==> src/hw/rtl/io_latency_histogram_top_defines.svh <==
// assertion macros for the io latency histogram block
// included by the top level, needs nothing else
`ifndef IO_LATENCY_HISTOGRAM_TOP_DEFINES_SVH
`define IO_LATENCY_HISTOGRAM_TOP_DEFINES_SVH

// same-cycle implication, disabled during reset
`define ILH_ASSERT_IMPLY(label, clk, rst, ante, cons, msg) \
   label: assert property (@(posedge clk) disable iff (rst) (ante) |-> (cons)) \
      else $error(msg);

// next-cycle implication, disabled during reset
`define ILH_ASSERT_NEXT(label, clk, rst, ante, cons, msg) \
   label: assert property (@(posedge clk) disable iff (rst) (ante) |=> (cons)) \
      else $error(msg);

`endif

==> src/hw/rtl/ilh_pkg.sv <==
// types and constants of the io latency histogram block
// no dependencies
package ilh_pkg;

   localparam int unsigned FUNC_W = 2;
   localparam int unsigned DEV_W  = 32;
   localparam int unsigned TS_W   = 64;
   localparam int unsigned CNT_W  = 32;
   localparam int unsigned BKT_W  = 3;

   localparam int unsigned NUM_BUCKETS = 8;
   localparam int unsigned NUM_LIMITS  = NUM_BUCKETS - 1;
   localparam logic [BKT_W-1:0] LAST_BUCKET = BKT_W'(NUM_BUCKETS - 1);

   // upper bounds (exclusive) of buckets 0..6 in microseconds when NS_PER_UNIT is 1000
   localparam int unsigned BUCKET_LIMIT_US [NUM_LIMITS] = '{1, 5, 17, 65, 257, 1000, 4000};

   // function codes on the request channel
   localparam logic [FUNC_W-1:0] FUNC_ISSUE    = 2'd0;
   localparam logic [FUNC_W-1:0] FUNC_COMPLETE = 2'd1;
   localparam logic [FUNC_W-1:0] FUNC_READOUT  = 2'd2;

   typedef enum logic [1:0] {
      OP_ISSUE,
      OP_COMPLETE,
      OP_READOUT
   } op_type;

   typedef struct packed {
      op_type            op;
      logic [DEV_W-1:0]  device_id;
      logic [TS_W-1:0]   timestamp_ns;
   } cmd_type;

   typedef struct packed {
      logic              valid;
      logic [DEV_W-1:0]  device_id;
      logic [TS_W-1:0]   start_time;
   } entry_type;

   localparam int unsigned ENTRY_W = $bits(entry_type);

   typedef struct packed {
      logic clearing;
      logic busy;
   } back_status_type;

endpackage

==> src/hw/rtl/ilh_req_if.sv <==
// request channel of the io latency histogram block
// uses ilh_pkg widths
interface ilh_req_if;
   logic                        valid;
   logic                        ready;
   logic [ilh_pkg::FUNC_W-1:0]  func;
   logic [ilh_pkg::DEV_W-1:0]   device_id;
   logic [ilh_pkg::TS_W-1:0]    timestamp_ns;

   modport source (output valid, func, device_id, timestamp_ns, input ready);
   modport sink   (input valid, func, device_id, timestamp_ns, output ready);
endinterface

==> src/hw/rtl/ilh_rsp_if.sv <==
// response channel of the io latency histogram block
// uses ilh_pkg widths
interface ilh_rsp_if;
   logic                        valid;
   logic                        ready;
   logic [ilh_pkg::BKT_W-1:0]   bucket_index;
   logic [ilh_pkg::CNT_W-1:0]   bucket_count;
   logic                        last;

   modport source (output valid, bucket_index, bucket_count, last, input ready);
   modport sink   (input valid, bucket_index, bucket_count, last, output ready);
endinterface

==> src/hw/rtl/ilh_ram.sv <==
// generic single write, single read ram with registered read data
// no dependencies
module ilh_ram #(
   parameter int unsigned WIDTH = 8,
   parameter int unsigned DEPTH = 16,
   localparam int unsigned AW   = (DEPTH > 1) ? $clog2(DEPTH) : 1
) (
   input  logic                 clock,
   input  logic                 wr_en,
   input  logic [AW-1:0]        wr_addr,
   input  logic [WIDTH-1:0]     wr_data,
   input  logic [AW-1:0]        rd_addr,
   output logic [WIDTH-1:0]     rd_data
);
   logic [WIDTH-1:0] mem_ff [DEPTH];
   logic [WIDTH-1:0] rd_data_ff;

   always_ff @(posedge clock) begin
      if (wr_en) begin
         mem_ff[wr_addr] <= wr_data;
      end
      rd_data_ff <= mem_ff[rd_addr];
   end

   assign rd_data = rd_data_ff;
endmodule

==> src/hw/rtl/ilh_front.sv <==
// front end: accepts request beats, decodes the function, holds one command
// uses ilh_pkg and ilh_req_if
module ilh_front (
   input  logic              clock,
   input  logic              reset,
   ilh_req_if.sink           req_ch,
   input  logic              hold_off,
   output logic              push,
   output ilh_pkg::cmd_type  push_data,
   input  logic              full
);
   logic             hold_valid_ff, hold_valid_in;
   ilh_pkg::cmd_type hold_cmd_ff, hold_cmd_in;
   logic             accept;
   logic             func_ok;
   ilh_pkg::op_type  dec_op;

   assign push         = hold_valid_ff && !full;
   assign push_data    = hold_cmd_ff;
   assign req_ch.ready = !hold_off && (!hold_valid_ff || !full);
   assign accept       = req_ch.valid && req_ch.ready;

   // unused function code is taken and dropped
   always_comb begin
      func_ok = 1'b1;
      dec_op  = ilh_pkg::OP_ISSUE;
      unique case (req_ch.func)
         ilh_pkg::FUNC_ISSUE:    dec_op = ilh_pkg::OP_ISSUE;
         ilh_pkg::FUNC_COMPLETE: dec_op = ilh_pkg::OP_COMPLETE;
         ilh_pkg::FUNC_READOUT:  dec_op = ilh_pkg::OP_READOUT;
         default:                func_ok = 1'b0;
      endcase
   end

   always_comb begin
      hold_cmd_in = hold_cmd_ff;
      if (accept) begin
         hold_valid_in            = func_ok;
         hold_cmd_in.op           = dec_op;
         hold_cmd_in.device_id    = req_ch.device_id;
         hold_cmd_in.timestamp_ns = req_ch.timestamp_ns;
      end else begin
         hold_valid_in = hold_valid_ff && !push;
      end
   end

   always_ff @(posedge clock) begin
      if (reset) begin
         hold_valid_ff <= 1'b0;
      end else begin
         hold_valid_ff <= hold_valid_in;
      end
      hold_cmd_ff <= hold_cmd_in;
   end
endmodule

==> src/hw/rtl/ilh_queue.sv <==
// small command fifo between front and back end
// uses ilh_pkg
module ilh_queue #(
   parameter int unsigned DEPTH = 2
) (
   input  logic              clock,
   input  logic              reset,
   input  logic              push,
   input  ilh_pkg::cmd_type  push_data,
   output logic              full,
   input  logic              pop,
   output ilh_pkg::cmd_type  pop_data,
   output logic              empty
);
   localparam int unsigned PTR_W = (DEPTH > 1) ? $clog2(DEPTH) : 1;
   localparam int unsigned CNT_W = $clog2(DEPTH + 1);
   localparam logic [PTR_W-1:0] PTR_LAST = PTR_W'(DEPTH - 1);

   ilh_pkg::cmd_type   fifo_ff [DEPTH];
   logic [PTR_W-1:0]   wr_ptr_ff, wr_ptr_in;
   logic [PTR_W-1:0]   rd_ptr_ff, rd_ptr_in;
   logic [CNT_W-1:0]   count_ff, count_in;

   assign full     = (count_ff == CNT_W'(DEPTH));
   assign empty    = (count_ff == '0);
   assign pop_data = fifo_ff[rd_ptr_ff];

   always_comb begin
      wr_ptr_in = wr_ptr_ff;
      rd_ptr_in = rd_ptr_ff;
      count_in  = count_ff;
      if (push) begin
         wr_ptr_in = (wr_ptr_ff == PTR_LAST) ? '0 : wr_ptr_ff + PTR_W'(1);
      end
      if (pop) begin
         rd_ptr_in = (rd_ptr_ff == PTR_LAST) ? '0 : rd_ptr_ff + PTR_W'(1);
      end
      if (push && !pop) begin
         count_in = count_ff + CNT_W'(1);
      end else if (pop && !push) begin
         count_in = count_ff - CNT_W'(1);
      end
   end

   always_ff @(posedge clock) begin
      if (reset) begin
         wr_ptr_ff <= '0;
         rd_ptr_ff <= '0;
         count_ff  <= '0;
      end else begin
         wr_ptr_ff <= wr_ptr_in;
         rd_ptr_ff <= rd_ptr_in;
         count_ff  <= count_in;
      end
      if (push) begin
         fifo_ff[wr_ptr_ff] <= push_data;
      end
   end
endmodule

==> src/hw/rtl/ilh_back.sv <==
// back end: table clear sweep, table scan, latency bucketing, histogram counts and readout
// uses ilh_pkg, ilh_rsp_if and ilh_ram
module ilh_back #(
   parameter int unsigned TABLE_ENTRIES = 16,
   parameter int unsigned NS_PER_UNIT   = 1000
) (
   input  logic                      clock,
   input  logic                      reset,
   output logic                      pop,
   input  ilh_pkg::cmd_type          pop_data,
   input  logic                      empty,
   ilh_rsp_if.source                 rsp_ch,
   output ilh_pkg::back_status_type  status
);
   localparam int unsigned IDX_W = (TABLE_ENTRIES > 1) ? $clog2(TABLE_ENTRIES) : 1;
   localparam logic [IDX_W-1:0] IDX_LAST = IDX_W'(TABLE_ENTRIES - 1);
   localparam int unsigned BKT_W = ilh_pkg::BKT_W;
   localparam int unsigned CNT_W = ilh_pkg::CNT_W;
   localparam int unsigned TS_W  = ilh_pkg::TS_W;

   localparam logic [2:0] ST_CLEAR  = 3'd0;
   localparam logic [2:0] ST_IDLE   = 3'd1;
   localparam logic [2:0] ST_SCAN   = 3'd2;
   localparam logic [2:0] ST_DECIDE = 3'd3;
   localparam logic [2:0] ST_BUCKET = 3'd4;
   localparam logic [2:0] ST_READ   = 3'd5;

   logic [2:0]          state_ff, state_in;
   ilh_pkg::cmd_type    cmd_ff, cmd_in;
   logic [IDX_W-1:0]    rd_idx_ff, rd_idx_in;
   logic                iss_done_ff, iss_done_in;
   logic                rd_pend_ff, rd_pend_in;
   logic [IDX_W-1:0]    cmp_idx_ff, cmp_idx_in;
   logic                found_ff, found_in;
   logic [IDX_W-1:0]    match_idx_ff, match_idx_in;
   logic [TS_W-1:0]     match_time_ff, match_time_in;
   logic                free_ok_ff, free_ok_in;
   logic [IDX_W-1:0]    free_idx_ff, free_idx_in;
   logic [TS_W-1:0]     diff_ff, diff_in;
   logic [CNT_W-1:0]    counts_ff [ilh_pkg::NUM_BUCKETS];
   logic [CNT_W-1:0]    counts_in [ilh_pkg::NUM_BUCKETS];
   logic [BKT_W-1:0]    rd_k_ff, rd_k_in;
   logic                rsp_valid_ff, rsp_valid_in;
   logic [BKT_W-1:0]    rsp_index_ff, rsp_index_in;
   logic [CNT_W-1:0]    rsp_count_ff, rsp_count_in;
   logic                rsp_last_ff, rsp_last_in;

   logic                   wr_en;
   logic [IDX_W-1:0]       wr_addr;
   ilh_pkg::entry_type     wr_entry;
   logic [ilh_pkg::ENTRY_W-1:0] rd_data;
   ilh_pkg::entry_type     rd_entry;
   logic [ilh_pkg::NUM_LIMITS-1:0] at_least;
   logic [BKT_W-1:0]       bucket;
   logic                   out_free;

   ilh_ram #(
      .WIDTH (ilh_pkg::ENTRY_W),
      .DEPTH (TABLE_ENTRIES)
   ) u_table (
      .clock   (clock),
      .wr_en   (wr_en),
      .wr_addr (wr_addr),
      .wr_data (wr_entry),
      .rd_addr (rd_idx_ff),
      .rd_data (rd_data)
   );

   assign rd_entry = ilh_pkg::entry_type'(rd_data);

   // latency class from compares of the raw difference against scaled limits
   for (genvar j = 0; j < ilh_pkg::NUM_LIMITS; j++) begin : g_limit
      localparam logic [TS_W-1:0] THRESH =
         TS_W'(64'(ilh_pkg::BUCKET_LIMIT_US[j]) * 64'(NS_PER_UNIT));
      assign at_least[j] = (diff_ff >= THRESH);
   end

   always_comb begin
      bucket = '0;
      for (int j = 0; j < ilh_pkg::NUM_LIMITS; j++) begin
         bucket = bucket + BKT_W'(at_least[j]);
      end
   end

   assign out_free        = !rsp_valid_ff || rsp_ch.ready;
   assign pop             = (state_ff == ST_IDLE) && !empty;
   assign status.clearing = (state_ff == ST_CLEAR);
   assign status.busy     = (state_ff != ST_IDLE);

   always_comb begin
      state_in      = state_ff;
      cmd_in        = cmd_ff;
      rd_idx_in     = rd_idx_ff;
      iss_done_in   = iss_done_ff;
      rd_pend_in    = 1'b0;
      cmp_idx_in    = cmp_idx_ff;
      found_in      = found_ff;
      match_idx_in  = match_idx_ff;
      match_time_in = match_time_ff;
      free_ok_in    = free_ok_ff;
      free_idx_in   = free_idx_ff;
      diff_in       = diff_ff;
      counts_in     = counts_ff;
      rd_k_in       = rd_k_ff;
      rsp_valid_in  = rsp_valid_ff && !rsp_ch.ready;
      rsp_index_in  = rsp_index_ff;
      rsp_count_in  = rsp_count_ff;
      rsp_last_in   = rsp_last_ff;
      wr_en         = 1'b0;
      wr_addr       = rd_idx_ff;
      wr_entry      = '0;

      unique case (state_ff)
         ST_CLEAR: begin
            wr_en = 1'b1;
            if (rd_idx_ff == IDX_LAST) begin
               rd_idx_in = '0;
               state_in  = ST_IDLE;
            end else begin
               rd_idx_in = rd_idx_ff + IDX_W'(1);
            end
         end
         ST_IDLE: begin
            if (!empty) begin
               cmd_in      = pop_data;
               rd_idx_in   = '0;
               iss_done_in = 1'b0;
               found_in    = 1'b0;
               free_ok_in  = 1'b0;
               rd_k_in     = '0;
               state_in    = (pop_data.op == ilh_pkg::OP_READOUT) ? ST_READ : ST_SCAN;
            end
         end
         ST_SCAN: begin
            // issue one table read a cycle, compare the entry returned
            if (!iss_done_ff) begin
               rd_pend_in = 1'b1;
               cmp_idx_in = rd_idx_ff;
               if (rd_idx_ff == IDX_LAST) begin
                  iss_done_in = 1'b1;
               end else begin
                  rd_idx_in = rd_idx_ff + IDX_W'(1);
               end
            end
            if (rd_pend_ff) begin
               if (rd_entry.valid && (rd_entry.device_id == cmd_ff.device_id)
                   && !found_ff) begin
                  found_in      = 1'b1;
                  match_idx_in  = cmp_idx_ff;
                  match_time_in = rd_entry.start_time;
               end
               if (!rd_entry.valid && !free_ok_ff) begin
                  free_ok_in  = 1'b1;
                  free_idx_in = cmp_idx_ff;
               end
               if (cmp_idx_ff == IDX_LAST) begin
                  state_in = ST_DECIDE;
               end
            end
         end
         ST_DECIDE: begin
            state_in = ST_IDLE;
            if (cmd_ff.op == ilh_pkg::OP_ISSUE) begin
               wr_en               = found_ff || free_ok_ff;
               wr_addr             = found_ff ? match_idx_ff : free_idx_ff;
               wr_entry.valid      = 1'b1;
               wr_entry.device_id  = cmd_ff.device_id;
               wr_entry.start_time = cmd_ff.timestamp_ns;
            end else if (found_ff) begin
               // free the slot and take the modular difference
               wr_en    = 1'b1;
               wr_addr  = match_idx_ff;
               diff_in  = cmd_ff.timestamp_ns - match_time_ff;
               state_in = ST_BUCKET;
            end
         end
         ST_BUCKET: begin
            counts_in[bucket] = counts_ff[bucket] + CNT_W'(1);
            state_in          = ST_IDLE;
         end
         ST_READ: begin
            if (out_free) begin
               rsp_valid_in = 1'b1;
               rsp_index_in = rd_k_ff;
               rsp_count_in = counts_ff[rd_k_ff];
               rsp_last_in  = (rd_k_ff == ilh_pkg::LAST_BUCKET);
               if (rd_k_ff == ilh_pkg::LAST_BUCKET) begin
                  rd_k_in  = '0;
                  state_in = ST_IDLE;
               end else begin
                  rd_k_in = rd_k_ff + BKT_W'(1);
               end
            end
         end
         default: begin
            state_in = ST_CLEAR;
         end
      endcase
   end

   always_ff @(posedge clock) begin
      if (reset) begin
         state_ff     <= ST_CLEAR;
         rd_idx_ff    <= '0;
         iss_done_ff  <= 1'b0;
         rd_pend_ff   <= 1'b0;
         found_ff     <= 1'b0;
         free_ok_ff   <= 1'b0;
         rd_k_ff      <= '0;
         rsp_valid_ff <= 1'b0;
         for (int i = 0; i < ilh_pkg::NUM_BUCKETS; i++) begin
            counts_ff[i] <= '0;
         end
      end else begin
         state_ff     <= state_in;
         rd_idx_ff    <= rd_idx_in;
         iss_done_ff  <= iss_done_in;
         rd_pend_ff   <= rd_pend_in;
         found_ff     <= found_in;
         free_ok_ff   <= free_ok_in;
         rd_k_ff      <= rd_k_in;
         rsp_valid_ff <= rsp_valid_in;
         counts_ff    <= counts_in;
      end
      cmd_ff        <= cmd_in;
      cmp_idx_ff    <= cmp_idx_in;
      match_idx_ff  <= match_idx_in;
      match_time_ff <= match_time_in;
      free_idx_ff   <= free_idx_in;
      diff_ff       <= diff_in;
      rsp_index_ff  <= rsp_index_in;
      rsp_count_ff  <= rsp_count_in;
      rsp_last_ff   <= rsp_last_in;
   end

   assign rsp_ch.valid        = rsp_valid_ff;
   assign rsp_ch.bucket_index = rsp_index_ff;
   assign rsp_ch.bucket_count = rsp_count_ff;
   assign rsp_ch.last         = rsp_last_ff;
endmodule

==> src/hw/rtl/io_latency_histogram_top.sv <==
// io latency histogram: per-device request latency in eight log-spaced buckets
// depends on ilh_pkg, ilh_req_if, ilh_rsp_if, ilh_front, ilh_queue, ilh_back, io_latency_histogram_top_defines.svh
//
// req_ch carries one event per beat: func issue stores the device's start
// time in a table of TABLE_ENTRIES slots, complete looks the device up, bins
// the elapsed time (in units of NS_PER_UNIT ns) and frees the slot, readout
// sends all eight counts on rsp_ch, bucket 0 first, last set on the eighth.
// issue and complete give no response beat; func code 3 is taken and dropped.
// the front end holds one decoded beat and feeds a two-deep command queue,
// so a few events are taken while the back end works or rsp_ch stalls.
// the back end scans the table memory one slot a cycle through its single
// read port, then a decide step writes the issue entry or frees the slot of
// a complete, and a bucket step counts it (skipped for an absent device);
// readout beats are registered, the first once the state has moved to readout.
// after reset the table is swept clear slot by slot, req_ch.ready stays low
// during the sweep; histogram counts are cleared by reset at once.
// a stalled rsp_ch holds its beat and the readout waits for it, while the
// front end goes on filling the queue.
module io_latency_histogram_top #(
   parameter int unsigned TABLE_ENTRIES = 16,
   parameter int unsigned NS_PER_UNIT   = 1000
) (
   input  logic         clock,
   input  logic         reset,
   ilh_req_if.sink      req_ch,
   ilh_rsp_if.source    rsp_ch
);
   `include "io_latency_histogram_top_defines.svh"

   // front to queue
   logic                      q_push;
   ilh_pkg::cmd_type          q_push_data;
   logic                      q_full;
   // queue to back end
   logic                      q_pop;
   ilh_pkg::cmd_type          q_pop_data;
   logic                      q_empty;
   ilh_pkg::back_status_type  back_status;

   ilh_front u_front (
      .clock     (clock),
      .reset     (reset),
      .req_ch    (req_ch),
      .hold_off  (back_status.clearing),
      .push      (q_push),
      .push_data (q_push_data),
      .full      (q_full)
   );

   ilh_queue #(
      .DEPTH (2)
   ) u_queue (
      .clock     (clock),
      .reset     (reset),
      .push      (q_push),
      .push_data (q_push_data),
      .full      (q_full),
      .pop       (q_pop),
      .pop_data  (q_pop_data),
      .empty     (q_empty)
   );

   ilh_back #(
      .TABLE_ENTRIES (TABLE_ENTRIES),
      .NS_PER_UNIT   (NS_PER_UNIT)
   ) u_back (
      .clock    (clock),
      .reset    (reset),
      .pop      (q_pop),
      .pop_data (q_pop_data),
      .empty    (q_empty),
      .rsp_ch   (rsp_ch),
      .status   (back_status)
   );

   // no request beat taken while the table sweep runs
   `ILH_ASSERT_IMPLY(a_no_accept_in_clear, clock, reset, req_ch.valid && req_ch.ready, !back_status.clearing, "request taken during table sweep")
   // queue never written when full
   `ILH_ASSERT_IMPLY(a_queue_no_overflow, clock, reset, q_push, !q_full, "push into full queue")
   // the last readout beat carries the top bucket
   `ILH_ASSERT_IMPLY(a_last_is_top, clock, reset, rsp_ch.valid && rsp_ch.last, rsp_ch.bucket_index == ilh_pkg::LAST_BUCKET, "last beat not on top bucket")
   // the sweep runs only once after reset
   `ILH_ASSERT_NEXT(a_clear_once, clock, reset, !back_status.clearing, !back_status.clearing, "table sweep restarted")
   // commands leave the queue only while the back end is idle
   `ILH_ASSERT_IMPLY(a_pop_when_idle, clock, reset, q_pop, !back_status.busy, "pop while busy")
endmodule
==> src/flat_wrapper.sv <==
// flat-port wrapper written by rule: the top's interface ports become plain ports
module io_latency_histogram_top_flat 
#(
   parameter int unsigned TABLE_ENTRIES = 16,
   parameter int unsigned NS_PER_UNIT   = 1000
)
  (clock, reset, req_ch_valid, req_ch_func, req_ch_device_id, req_ch_timestamp_ns, req_ch_ready, rsp_ch_valid, rsp_ch_bucket_index, rsp_ch_bucket_count, rsp_ch_last, rsp_ch_ready);
  ilh_req_if req_ch_i ();
  ilh_rsp_if rsp_ch_i ();
  input  logic clock;
  input  logic reset;
  input wire logic [$bits(req_ch_i.valid)-1:0] req_ch_valid;
  input wire logic [$bits(req_ch_i.func)-1:0] req_ch_func;
  input wire logic [$bits(req_ch_i.device_id)-1:0] req_ch_device_id;
  input wire logic [$bits(req_ch_i.timestamp_ns)-1:0] req_ch_timestamp_ns;
  output wire logic [$bits(req_ch_i.ready)-1:0] req_ch_ready;
  output wire logic [$bits(rsp_ch_i.valid)-1:0] rsp_ch_valid;
  output wire logic [$bits(rsp_ch_i.bucket_index)-1:0] rsp_ch_bucket_index;
  output wire logic [$bits(rsp_ch_i.bucket_count)-1:0] rsp_ch_bucket_count;
  output wire logic [$bits(rsp_ch_i.last)-1:0] rsp_ch_last;
  input wire logic [$bits(rsp_ch_i.ready)-1:0] rsp_ch_ready;
  assign req_ch_i.valid = req_ch_valid;
  assign req_ch_i.func = req_ch_func;
  assign req_ch_i.device_id = req_ch_device_id;
  assign req_ch_i.timestamp_ns = req_ch_timestamp_ns;
  assign req_ch_ready = req_ch_i.ready;
  assign rsp_ch_valid = rsp_ch_i.valid;
  assign rsp_ch_bucket_index = rsp_ch_i.bucket_index;
  assign rsp_ch_bucket_count = rsp_ch_i.bucket_count;
  assign rsp_ch_last = rsp_ch_i.last;
  assign rsp_ch_i.ready = rsp_ch_ready;
  io_latency_histogram_top #(.TABLE_ENTRIES(TABLE_ENTRIES), .NS_PER_UNIT(NS_PER_UNIT)) u_core (.clock(clock), .reset(reset), .req_ch(req_ch_i), .rsp_ch(rsp_ch_i));
endmodule
==> config.mk <==
export PLATFORM = sky130hd
export DESIGN_NAME = io_latency_histogram_top_flat
export DESIGN_NICKNAME = d
export VERILOG_FILES = /design/src/hw/rtl/ilh_pkg.sv /design/src/hw/rtl/ilh_req_if.sv /design/src/hw/rtl/ilh_rsp_if.sv /design/src/hw/rtl/ilh_ram.sv /design/src/hw/rtl/ilh_front.sv /design/src/hw/rtl/ilh_queue.sv /design/src/hw/rtl/ilh_back.sv /design/src/hw/rtl/io_latency_histogram_top.sv /design/src/flat_wrapper.sv
export VERILOG_INCLUDE_DIRS = /design/src /design/src/hw/rtl
export SDC_FILE = /design/constraint.sdc
export NUM_CORES = 2
export LEC_CHECK = 0
export ABC_AREA = 0
export CORE_MARGIN = 2
export CORE_UTILIZATION = 57
export DETAILED_ROUTE_END_ITERATION = 10
export DONT_BUFFER_PORTS = 1
export PLACE_DENSITY = 0.81
export SYNTH_ARGS = -nofsm -noshare
export SYNTH_HDL_FRONTEND = slang
export SYNTH_SLANG_ARGS = --single-unit
==> constraint.sdc <==
create_clock -name clock -period 7.8 [get_ports clock]
set_input_delay 1.56 -clock clock [delete_from_list [all_inputs] [get_ports clock]]
set_output_delay 1.56 -clock clock [all_outputs]
set_load 0.02 [all_outputs]
==> run metrics <==
outcome completed; Setup Slack @ Placement -403 ps; cell type with the highest aggregate area in the netlist sky130_fd_sc_hd__edfxtp_1; Synth Cell Area 97900 um^2; Die Y 419 um; Site Rows 152; Critical path buffers and inverters 3; routed via count divided by cell count 6.62; final period demand of the worst path 7570 ps; setup violation total in the final timing report 0; number of slew-limit violations in the final report 0; most area-consuming cells after synthesis sky130_fd_sc_hd__edfxtp_1 (65%), sky130_fd_sc_hd__mux4_2 (13%), sky130_fd_sc_hd__dfxtp_1 (7.6%); worst clock skew 47.3 ps; average wire per standard cell 30.7 um; top-level I/O count 140; # fillers 10700; element type at the critical path end flip-flop; total number of vias 52700; area share of the leading cell type in the synthesized netlist 64.9%; number of synthesized flops with an enable pin 2117; peak supply drop 0.294 mV; total of flip-flops plus latches after synthesis 2491; Port-buffer cells 0; 1st-iter DRT viols 7076; required time at the worst-slack endpoint 8540 ps; half-perimeter wire length after detailed placement 124000 um; post-synthesis instance total 5381; via count of the first global-routing pass 53800; CTS H-tree depth 4; total wirelength of the detailed-routed design 244000 um; clock tree sinks 2491; Pwr Density 294 nW/um^2; number of CTS-inserted buffers 229; area taken by flip-flops and latches 71100 um^2; share of synthesized area occupied by flip-flops and latches 72.6%; number of nets in the synthesized netlist 5559; area added between synthesis and finish 11.8%; pin count of the biggest net entering global routing 276; placer's final routability congestion estimate 0.900; global-route congestion overflow total 0; startpoint kind of the worst setup timing path flip-flop; reported max-cap violation count 0; global-route wire length before repair 358000 um; share of async-settable or async-resettable flops after synthesis 0%; hold buffer count at cts 0; area taken by multi-input logic gates 25700 um^2; worst-case setup margin in the final layout 233 ps; maximum fanout encountered on the critical timing path 8; maximum clock frequency 132 MHz; fraction of layout cells with a size suffix above 1 23.9%; Starting Density 57.2%; GRT Overall Usage 28.0%; cell leakage power 32.8 nW; count of nets after finishing 5704; clock latency on the worst-skew pair 870 ps; number of antenna violations at the first check in global routing 5; RSZ-0062 raised after global routing false; CP max-delay cell sky130_fd_sc_hd__fa_2; number of hold violations in the final report 0; clock buffer depth 3; dominant register cell in the synthesized netlist sky130_fd_sc_hd__edfxtp_1; Syn Area/Cell 18.2 um^2; sequential power share 51.2%; leading cell type by number of instances after synthesis sky130_fd_sc_hd__edfxtp_1; buffer cell driving the clock tree root sky130_fd_sc_hd__clkbuf_16; proportion of power drawn by the clock network 35.9%; period utilisation layout 97.0%; combinational group share of total power 13.0%; Final ANT Viol Nets 0; floorplan die area 175000 um^2; clock transition at the register clock pins on the worst setup and hold paths after CTS 70 ps; count of cell types in the netlist 89; switching power summed over all nets 0.00795 W; category of the critical setup timing path flip-flop to flip-flop; worst slew margin relative to its limit 8.65%; Worst-Margin Slew 1370 ps; Largest stage delay, worst path 570 ps; dominant delay contributor by cell family on the critical path simple AND/OR/NAND/NOR gates; Power Internal 0.0242 W; type of the most critical hold path flip-flop to flip-flop; die width 419 um; switching share of power 24.7%; area of the core region 171000 um^2; Ys Warns 0; DR pass1 iterations 6; setup TNS 0 ps; total DRC errors in the routed layout 0; Critical Path Most Common Cell sky130_fd_sc_hd__buf_4; Synth top cells by count sky130_fd_sc_hd__edfxtp_1 (2117), sky130_fd_sc_hd__mux4_2 (582), sky130_fd_sc_hd__dfxtp_1 (374); data arrival time at the worst-slack endpoint 8310 ps; TritonCTS clock tree built
[cell usage in the layout, fill, tap and decap left out, drive strengths merged, types with 94 or more instances in the layout]
cell and instances:
nor2 329, dfxtp 374, mux4 591, buf 196, and2 100, mux2 139, clkbuf 318, inv 94
nand2 354, edfxtp 2117, a21oi 279
[power by group through the flow]
| stage | clock network (W) | logic (W) | registers [W] |
|---|---|---|---|
| after CTS | 0.0116 | 0.00419 | 0.0165 |
| after global routing | 0.0121 | 0.00433 | 0.0165 |
| after floorplan | 0 | 0.00296 | 0.0165 |
| final | 0.0116 | 0.00417 | 0.0165 |
| after detailed placement | 0 | 0.00406 | 0.0166 |
| after global placement | 0 | 0.00400 | 0.0165 |
[registers in the layout, indices dropped and copies added (netlist names), 2 cells and up, named ones only]
name / flops
u_core.u_back.match_idx_ff: 4
u_core.u_back.diff_ff: 61
u_core.u_back.cmd_ff: 98
u_core.u_back.u_table.rd_data: 97
u_core.u_back.state_ff: 3
u_core.u_queue.count_ff: 2
u_core.u_back.rsp_ch.bucket_count: 32
u_core.u_back.u_table.mem_ff: 1552
u_core.u_back.rd_k_ff: 3
u_core.u_back.match_time_ff: 64
u_core.u_queue.fifo_ff: 196
u_core.u_back.rd_idx_ff: 4
u_core.u_back.cmp_idx_ff: 4
u_core.u_back.rsp_ch.bucket_index: 3
u_core.u_back.free_idx_ff: 4
u_core.u_front.push_data: 98
u_core.u_back.counts_ff: 256
[metrics by stage]
step	power, W	util (%)	std cells	hold slack (ps)	cell area, um^2
floorplan	0.0194	-	5381	386	97900
global placement	0.0205	59.3	7523	386	102000
detailed placement	0.0207	59.3	7523	389	102000
CTS	0.0323	63.9	7963	382	109000
global route	0.0330	64.0	7967	394	109000
finish	0.0322	64.0	7968	385	109000
[kinds of logic after synthesis]
family	synth area share, %
AOI/OAI and AO/OA	3.47
xor gates and xnor gates	1.20
adders and majority gates	1.01
buffers and inverters	1.53
DFF	72.6
muxes	15.6
and+or+nand+nor	4.65
[final cells by class]
type,count,share of cell area (%)
multi-input combinational,2520,23.5
sequential,2491,64.9
antenna,2,0.00457
inverter,88,0.304
timing repair buffer,196,1.66
clock buffer,318,5.87
clock inverter,120,1.23
tap,2233,2.55
[layer usage]
metal,vias to the layer above,track usage (%),routed length (um)
li1,21500,-,-
met1,27000,35.5,86300
met2,3444,47.4,124000
met3,701,4.45,21000
met4,2,13.4,12500
met5,-,0,13
[what timing repair did]
action                     4_1_cts  5_1_grt
setup endpoints to repair      175      159
resized for setup                4       14
buffers inserted                 2        3
pin swaps                        2        8
[final timing paths]
check	from	endpoint	slack [ps]	cells past startpoint
min reg2reg	u_core.u_back.u_table.rd_data[33]	u_core.u_back.match_time_ff[33]	390	0
max	u_core.u_back.diff_ff[41]	u_core.u_back.counts_ff[31]	230	25
max reg2reg	u_core.u_back.diff_ff[41]	u_core.u_back.counts_ff[31]	230	25
min	u_core.u_back.u_table.rd_data[33]	u_core.u_back.match_time_ff[33]	390	0
Note: power is estimated with default switching activity, not from simulation.
